<file path="src/design/vpi_pkg.sv">
// Shared types and constants for the video chip port interface.
// Used by vpi_vram, vpi_ctrl and the top level; depends on nothing.
`default_nettype none

package vpi_pkg;

  localparam int VIDEO_ADDR_BITS = 14;
  localparam int PAL_IDX_BITS    = 6;
  localparam int FLAG_BITS       = 3;

  typedef logic [VIDEO_ADDR_BITS-1:0] vaddr_t;

  // request kinds
  localparam logic [2:0] REQ_CTRL_WRITE = 3'd0;
  localparam logic [2:0] REQ_DATA_WRITE = 3'd1;
  localparam logic [2:0] REQ_DATA_READ  = 3'd2;
  localparam logic [2:0] REQ_STATUS     = 3'd3;
  localparam logic [2:0] REQ_FLAGS      = 3'd4;

  // top two bits of the second control byte
  localparam logic [1:0] CODE_VRAM_READ  = 2'b00;
  localparam logic [1:0] CODE_VRAM_WRITE = 2'b01;
  localparam logic [1:0] CODE_REG_WRITE  = 2'b10;
  localparam logic [1:0] CODE_COLOUR     = 2'b11;

  localparam logic [4:0] STATUS_LOW_ONES = 5'h1F;

  // configuration register byte addresses
  localparam logic [1:0] CFG_ADDR_PALETTE_MODE = 2'd0;

  typedef struct packed {
    logic                    we;
    vaddr_t                  waddr;
    logic [7:0]              wdata;
    vaddr_t                  raddr;
  } vram_req_t;

  typedef struct packed {
    logic [7:0]              read_byte;
    logic                    reg_write_strobe;
    logic [3:0]              reg_number;
    logic [7:0]              reg_data;
    logic                    palette_write_strobe;
    logic [PAL_IDX_BITS-1:0] palette_index;
    logic [7:0]              palette_data;
  } result_t;

endpackage

`default_nettype wire

</file>
<file path="src/design/vpi_ctrl.sv">
// Port sequencer: byte latch, access address, read buffer, status flags,
// VRAM clearing pass and the result registers. Depends on vpi_pkg.
`default_nettype none

module vpi_ctrl (
  input  wire logic                clk,
  input  wire logic                rst,
  input  wire logic                wide_palette_mode,
  input  wire logic                in_valid,
  output logic                     in_stall,
  input  wire logic [2:0]          req_type,
  input  wire logic [7:0]          bus_byte,
  output logic                     out_valid,
  input  wire logic                out_stall,
  output vpi_pkg::result_t         result,
  output vpi_pkg::vram_req_t       vram_req,
  input  wire logic [7:0]          vram_rdata
);
  import vpi_pkg::*;

  typedef enum logic [1:0] {ST_CLEAR, ST_IDLE, ST_READ} state_t;

  state_t               state;
  vaddr_t               clr_addr;
  vaddr_t               addr;
  logic [7:0]           latch;
  logic                 second;
  logic                 ctarget;
  logic [7:0]           rbuf;
  logic [FLAG_BITS-1:0] flags;
  logic                 pend_valid;
  result_t              pend;

  vaddr_t               addr_next;
  vaddr_t               new_addr;
  logic [7:0]           latch_next;
  logic                 second_next;
  logic                 ctarget_next;
  logic [7:0]           rbuf_next;
  logic [FLAG_BITS-1:0] flags_next;
  logic                 do_read;
  logic                 vram_we;
  vaddr_t               read_addr;
  result_t              res;
  logic                 accept;
  logic                 out_free;

  assign in_stall = (state != ST_IDLE) || pend_valid;
  assign accept   = in_valid && !in_stall;
  assign out_free = !out_valid || !out_stall;
  assign new_addr = {bus_byte[VIDEO_ADDR_BITS-9:0], latch};

  always_comb begin
    res          = '0;
    addr_next    = addr;
    latch_next   = latch;
    second_next  = second;
    ctarget_next = ctarget;
    rbuf_next    = rbuf;
    flags_next   = flags;
    do_read      = 1'b0;
    vram_we      = 1'b0;
    read_addr    = addr;
    case (req_type)
      REQ_CTRL_WRITE: begin
        if (!second) begin
          latch_next  = bus_byte;
          second_next = 1'b1;
          addr_next   = {addr[VIDEO_ADDR_BITS-1:8], bus_byte};
        end else begin
          second_next = 1'b0;
          addr_next   = new_addr;
          if (bus_byte[7:6] == CODE_COLOUR) begin
            ctarget_next = 1'b1;
          end else begin
            ctarget_next = 1'b0;
            if (bus_byte[7:6] == CODE_REG_WRITE) begin
              res.reg_write_strobe = 1'b1;
              res.reg_number       = bus_byte[3:0];
              res.reg_data         = latch;
            end
            if (bus_byte[7:6] == CODE_VRAM_READ) begin
              // prefetch at the new address, then step past it
              do_read   = 1'b1;
              read_addr = new_addr;
              addr_next = new_addr + VIDEO_ADDR_BITS'(1);
            end
          end
        end
      end
      REQ_DATA_WRITE: begin
        second_next = 1'b0;
        if (!ctarget) begin
          vram_we = 1'b1;
        end else begin
          res.palette_write_strobe = 1'b1;
          res.palette_index = wide_palette_mode ? addr[PAL_IDX_BITS-1:0]
                                                : {1'b0, addr[PAL_IDX_BITS-2:0]};
          res.palette_data  = bus_byte;
        end
        rbuf_next = bus_byte;
        addr_next = addr + VIDEO_ADDR_BITS'(1);
      end
      REQ_DATA_READ: begin
        second_next   = 1'b0;
        res.read_byte = rbuf;
        do_read       = 1'b1;
        addr_next     = addr + VIDEO_ADDR_BITS'(1);
      end
      REQ_STATUS: begin
        second_next   = 1'b0;
        res.read_byte = {flags, STATUS_LOW_ONES};
        flags_next    = '0;
      end
      REQ_FLAGS: begin
        flags_next = flags | bus_byte[7:5];
      end
      default: begin
      end
    endcase
  end

  always_comb begin
    vram_req.raddr = read_addr;
    if (state == ST_CLEAR) begin
      vram_req.we    = 1'b1;
      vram_req.waddr = clr_addr;
      vram_req.wdata = '0;
    end else begin
      vram_req.we    = accept && vram_we;
      vram_req.waddr = addr;
      vram_req.wdata = bus_byte;
    end
  end

  always_ff @(posedge clk) begin
    if (rst) begin
      state      <= ST_CLEAR;
      clr_addr   <= '0;
      addr       <= '0;
      latch      <= '0;
      second     <= 1'b0;
      ctarget    <= 1'b0;
      rbuf       <= '0;
      flags      <= '0;
      pend_valid <= 1'b0;
      out_valid  <= 1'b0;
    end else begin
      unique case (state)
        ST_CLEAR: begin
          clr_addr <= clr_addr + VIDEO_ADDR_BITS'(1);
          if (clr_addr == '1) begin
            state <= ST_IDLE;
          end
        end
        ST_IDLE: begin
          if (accept && do_read) begin
            state <= ST_READ;
          end
        end
        ST_READ: begin
          rbuf  <= vram_rdata;
          state <= ST_IDLE;
        end
        default: state <= ST_IDLE;
      endcase

      if (accept) begin
        addr    <= addr_next;
        latch   <= latch_next;
        second  <= second_next;
        ctarget <= ctarget_next;
        rbuf    <= rbuf_next;
        flags   <= flags_next;
      end

      // output word plus one holding slot behind it
      if (out_free) begin
        if (pend_valid) begin
          result     <= pend;
          out_valid  <= 1'b1;
          pend_valid <= 1'b0;
        end else if (accept) begin
          result    <= res;
          out_valid <= 1'b1;
        end else begin
          out_valid <= 1'b0;
        end
      end else if (accept) begin
        pend       <= res;
        pend_valid <= 1'b1;
      end
    end
  end

  a_pend_behind_out: assert property (@(posedge clk) disable iff (rst)
    pend_valid |-> out_valid)
    else $error("holding slot filled while output word empty");

  a_read_follows_accept: assert property (@(posedge clk) disable iff (rst)
    (state == ST_READ) |-> $past(accept))
    else $error("prefetch state entered without an accepted word");

  a_no_accept_over_pend: assert property (@(posedge clk) disable iff (rst)
    accept |-> !pend_valid)
    else $error("word accepted while holding slot occupied");

  a_single_strobe: assert property (@(posedge clk) disable iff (rst)
    out_valid |-> !(result.reg_write_strobe && result.palette_write_strobe))
    else $error("register and palette strobes in one word");

endmodule

`default_nettype wire

</file>
<file path="config.mk">
export PLATFORM = sky130hd
export DESIGN_NAME = vpi_ctrl
export DESIGN_NICKNAME = d
export VERILOG_FILES = /design/src/design/vpi_pkg.sv /design/src/design/vpi_ctrl.sv
export SDC_FILE = /design/constraint.sdc
export NUM_CORES = 1
export LEC_CHECK = 0
export BUFFER_PORTS_ARGS = -buffer_cell sky130_fd_sc_hd__buf_2
export CORE_ASPECT_RATIO = 0.8
export CORE_MARGIN = 2
export CORE_UTILIZATION = 51
export DETAILED_ROUTE_END_ITERATION = 7
export PLACE_DENSITY = 0.82
export SYNTH_ARGS = -nofsm -noshare
export SYNTH_HDL_FRONTEND = slang
export SYNTH_SLANG_ARGS = --single-unit
</file>
<file path="constraint.sdc">
create_clock -name clk -period 4.2 [get_ports clk]
set_clock_uncertainty 0.15 [all_clocks]
set_input_delay 0 -clock clk [delete_from_list [all_inputs] [get_ports clk]]
set_output_delay 0 -clock clk [all_outputs]
set_load 0.03 [all_outputs]
</file>
==> results of run 1 <==
[worst paths after layout]
| kind | start | end | slack [ns] | cells after the start |
|---|---|---|---|---|
| worst max register to register | pend_valid | addr[13] | 1.16 | 7 |
| worst max-delay path | pend_valid | addr[13] | 1.16 | 7 |
| worst min register to register | flags[2] | flags[2] | 0.33 | 2 |
| worst min-delay path | req_type[1] | state[0] | 0.03 | 4 |
[cell usage in the layout, fill, tap and decap left out, types with 3 or more instances in the layout]
master and count:
nor2_1 62, edfxtp_1 72, mux2_2 59, dfxtp_1 53
nor3b_1 3, clkbuf_16 17, o21ai_0 25, xor2_1 10
dlygate4sd3_1 29, and2_1 32, clkbuf_1 3, buf_2 98
a21o_1 5, mux2i_1 15, inv_1 7, nand2_1 36
nor3_1 11, a211oi_1 10, and3_1 7, ha_1 3
xnor2_1 14, buf_4 10, nor4_1 8, nand3_1 13
nor2b_1 4, a21oi_1 25, a31oi_1 7, or3_1 4
nand4_1 6, a22o_1 3, clkinv_2 5
[critical path: stages, from the launching register on]
cell       delay [ns]
dfxtp_1          0.29
buf_4            0.27
nand4bb_1        0.27
or2_1            0.39
a21oi_1          0.68
o31ai_1          0.38
o21ai_0          0.31
a31oi_1          0.13
[registers in the layout, indices dropped and copies added, names as in the netlist]
register	flops
out_valid	1
latch	8
pend_valid	1
second	1
flags	3
clr_addr	14
ctarget	1
result	36
state	2
pend	36
addr	14
rbuf	8
[cell type report]
cell class              count  share of cell area
clock buffers              20             0.05766
clock inverters            12             0.01603
inverters                   7            0.003469
multi-input cells         395              0.3598
flip-flops and latches    125              0.4256
well taps                 148             0.02445
repair buffers            137              0.1130
[per-stage QoR]
step / hold WS [ns] / worst slack (ns)
CTS: 0.008398 / 1.228
detailed placement: 0.2049 / 1.298
global route: 0.05715 / 0.9313
finish: 0.02870 / 1.160
global placement: 0.1934 / 1.461
floorplan: -0.002789 / 0.1787
[where the power goes]
part / internal [µW] / switching, µW
Sequential: 1290 / 2.96
Clock: 866 / 531
Combinational: 45.5 / 69.9
Total: 2200 / 604
[metal layers]
metal	track usage	wire, µm
met1	0.3165	6558
met2	0.3842	7313
met3	0.06597	1208
met4	0.1082	396
met5	0	0
[kinds of logic (layout without fill, tap and decap cells)]
family | after synthesis | after routing | synth area share
adder cells (fa/ha/maj) | 3 | 3 | 0.006114
flip-flops | 125 | 125 | 0.5250
multiplexers | 74 | 74 | 0.1327
AND/OR/NAND/NOR | 203 | 203 | 0.1687
AO/OA/AOI/OAI | 91 | 91 | 0.09721
buffers and inverters | 48 | 176 | 0.03607
XOR/XNOR | 24 | 24 | 0.03424
==> results.md, run 1 <==
* Core area at 11650 µm²
* Area growth syn-to-layout at 23.35%
* Worst Path Required at 4.32 ns
* # H-tree levels at 4
* Mean Syn Cell Area at 10.81 µm²
* CTS tree: done
* Final Hold Fails at 0
* Setup TNS at 0 ns
* Relative slew slack at 0.3276
* Pin count of the biggest net entering global routing at 60
* Via count at 4941
* Placed instance count at 783
* Mapped Nets at 595
* Synth area leaders: edfxtp_1, dfxtp_1, mux2_2
* N_diodes at 0
* Unrepaired setup endpoints after global routing: false
* CP endpoint kind: register
* Setup Fix Bufs, Post-CTS at 0
* Critical path type: reg2reg
* DIE AREA at 12940 µm²
* Worst-path fanout max at 39
* CTS Buf Count at 17
* Vias per inst at 5.854
* Final Max Slew Viols at 0
* Post-Syn Area at 6140 µm²
* Reg area at 3223 µm²
* Footprint of the multi-input gates at 2725 µm²
* First-pass GRT wire length at 24.00 mm
* Die width at 126.7 µm
* Main synth FF type: edfxtp_1
* Clock transition at the registers of the reported paths at 0.06 ns
* Worst Max-Slew Pin Slew at 1.006 ns
* Worst setup SP type: register
* Top cell type's share of synthesized area at 0.3521
* Total Power at 2801 µW
* Ys Warns at 0
* Placed standard-cell area at 6725 µm²
* Final Cycle Share at 0.7238
* Vias in the first global route at 4696
* Placer Congestion at 0.8860
* Antenna violations before repair at 0
* Post-synth EDFFs at 72
* Async set or reset register ratio after synthesis at 0
* Initial drt markers at 477
* Area leader, netlist: edfxtp_1
* Top-count cell post-synth: edfxtp_1
* Root Driver: clkbuf_16
* Residual DRC count at 0
* Layout Cells excl Fill at 844
* Gr ovfl total at 0
* Top cells by count, synth: edfxtp_1, nor2_1, mux2_2, dfxtp_1, nand2_1
* Max-Cap Viols at 0
* DP HPWL at 9.997 mm
* Standard-cell rows at 35
* Seq cells post-synth at 125
* Peak VDD IR at 0.2577 mV
* Cell count after synthesis at 568
* Finish-stage setup viols at 0
* Min-delay worst type: in2reg
* GRT Overall Usage at 0.2423
* Layout Utilization at 0.6502
* Number of nets still failing antenna checks after routing at 0
* Lkg Pwr at 0.003027 µW
* Power density over the cells at 369.9 nW/µm²
* Crit path DAT at 3.16 ns
* Layout cells sized above 1 at 0.2945
* IO Count at 99
* FMAX at 329.0 MHz
* Tmin final at 3.040 ns
* CTS resizes at 0
* Yosys cell types at 54
* Fillers at 893
* Post-CTS Hold Buffers at 29
* Initial core utilization at 0.5271
* Register area share after synthesis at 0.5250
* NumNets Final at 710
* WL per Instance at 18.34 µm
* Clock Sinks at 125
* Clock Path Buffers at 2
* Clk Latency, worst-skew pair at 0.42 ns
* Drt pass-1 iters at 5
* Status: completed
* Die height at 102.1 µm
* Design Area, Final at 7574 µm²
* Wirelength, routed at 15.48 mm
* PortBufs at 98
Note: power is estimated with default switching activity, not from simulation.
==> run 2, diff against run 1 <==
Settings changed: CORE_UTILIZATION 51 to 55, PLACE_DENSITY 0.82 to 0.84.
Clock period 4.2 ns to 3 ns, I/O delays scaled along.
==> results.md, run 2 (synthesis results as in run 1) <==
* Clock transition at the registers of the reported paths at 0.05 ns
* Slowest CP cell: dlygate4sd3_1
* Setup TNS at 0 ns
* Worst setup SP type: input port
* Initial drt markers at 522
* Origin of the critical flop-to-flop path: state[0]
* Clk Latency, worst-skew pair at 0.41 ns
* Met1 global-route usage at 0.3633
* DIE AREA at 12030 µm²
* Core area at 10890 µm²
* CTS Buf Count at 17
* Antenna violations before repair at 0
* Standard-cell rows at 34
* DP HPWL at 10.14 mm
* Finish-stage setup viols at 0
* Worst-path fanout max at 13
* Via count at 4941
* Clock Sinks at 125
* Cells along the critical path: dlygate4sd3_1 > buf_2 > nor2_1 > nand2b_1 > buf_4 > mux2_2 > buf_2
* Met3 GRT Util at 0.06366
* WL per Instance at 18.10 µm
* GR Util met2 at 0.4108
* Status: completed
* Number of nets still failing antenna checks after routing at 0
* IO Count at 99
* Crit-path most repeated cell: buf_2
* Initial core utilization at 0.5638
* GRT busiest layer: met2
* Clock Path Buffers at 2
* Power density over the cells at 522.8 nW/µm²
* Critical path type: in2out
* Gr ovfl total at 0
* First-pass GRT wire length at 24.41 mm
* Residual DRC count at 0
* N_diodes at 0
* Drt pass-1 iters at 6
* Worst path bufs/invs at 4
* Vias in the first global route at 4704
* Worst Max-Slew Pin Slew at 0.9818 ns
* Worst setup path end: vram_req[2]
* # H-tree levels at 4
* Layout cells sized above 1 at 0.2924
* GRT Overall Usage at 0.2643
* Unrepaired setup endpoints after global routing: false
* Most common cell after layout, fill and taps aside: buf_2
* Die height at 98.50 µm
* Max-Cap Viols at 0
* Peak VDD IR at 0.2840 mV
* Layout Utilization at 0.7012
* Largest registers: pend (36), result (36)
* Placer Congestion at 0.9609
* CTS tree: done
* Total Power at 3992 µW
* Relative slew slack at 0.3440
* Worst R2R End: result[10]
* Die width at 122.1 µm
* Worst Path Required at 2.85 ns
* Final Hold Fails at 0
* CP endpoint kind: output port
* Min-delay worst type: in2reg
* Slowest cell delay on critical path at 0.54 ns
* Most frequent cells in the layout: buf_2, edfxtp_1, nor2_1
* FMAX at 400.7 MHz
* Hold_sp: req_type[2]
* Root Driver: clkbuf_16
* Pin count of the biggest net entering global routing at 39
* Final Cycle Share at 0.8319
* PortBufs at 98
* Tmin final at 2.496 ns
* Lkg Pwr at 0.003080 µW
* Vias per inst at 5.847
* CP startpoint: bus_byte[6]
* NumNets Final at 715
* Cells on worst reg2reg path at 5
* Crit path DAT at 2.35 ns
* Area growth syn-to-layout at 24.37%
* Setup Fix Bufs, Post-CTS at 0
* Flop2flop setup slack at 0.76 ns
* Final Max Slew Viols at 0
* Crit. path cell count at 7
* Largest delay share family, worst path: buffers and inverters
* Wirelength, routed at 15.30 mm
==> run 2: layer usage <==
metal  wire (µm)  up-vias
met5           0        -
met4         329        0
met3        1220       37
met2        7192      235
met1        6553     2362
li1            -     2307
==> run 2: worst min-delay path by stage <==
stage / endpoint / slack, ns / depth (start not counted)
detailed placement: state[1] / 0.19 / 2
global route: addr[6] / 0.06 / 4
finish: addr[6] / 0.04 / 4
global placement: rbuf[1] / 0.19 / 3
CTS: addr[6] / 0.004 / 4
floorplan: latch[1] / -0.003 / 2
==> run 2: worst min-delay path: cells and delay by family <==
family / cells / cell delay, ns
compound gates: 2 / 0.21
buf+inv: 1 / 0.17
simple gates: 1 / 0.17
==> run 2: where the power goes <==
group | switching (µW) | internal [µW]
clock network | 703 | 1320
registers | 4.98 | 1800
logic | 97.6 | 65.7
total | 806 | 3190
==> run 2: what timing repair did <==
action                                 CTS  global route
hold buffers                            30             0
gates resized for setup                  0             0
endpoints found under the hold margin   45             0
==> run 2: metrics by stage <==
step	area [µm²]	setup WS [ns]	std cells	hold WS [ns]
5_1_grt	7636	0.4746	845	0.06064
6_report	7636	0.5044	845	0.04180
2_1_floorplan	6157	0.08265	568	-0.002789
3_5_place_dp	6756	0.7807	783	0.1860
4_1_cts	7636	0.6043	845	0.004497
3_3_place_gp	6756	0.8793	783	0.1926
==> run 2: cell type report <==
cell class                 instances  area [µm²]
tap                              144       180.2
inverter                           7       26.28
sequential                       125        3223
timing repair buffer             142       895.9
fill                             816        3254
clock buffer                      24       461.7
clock inverter                     8       117.6
multi-input combinational        395        2731
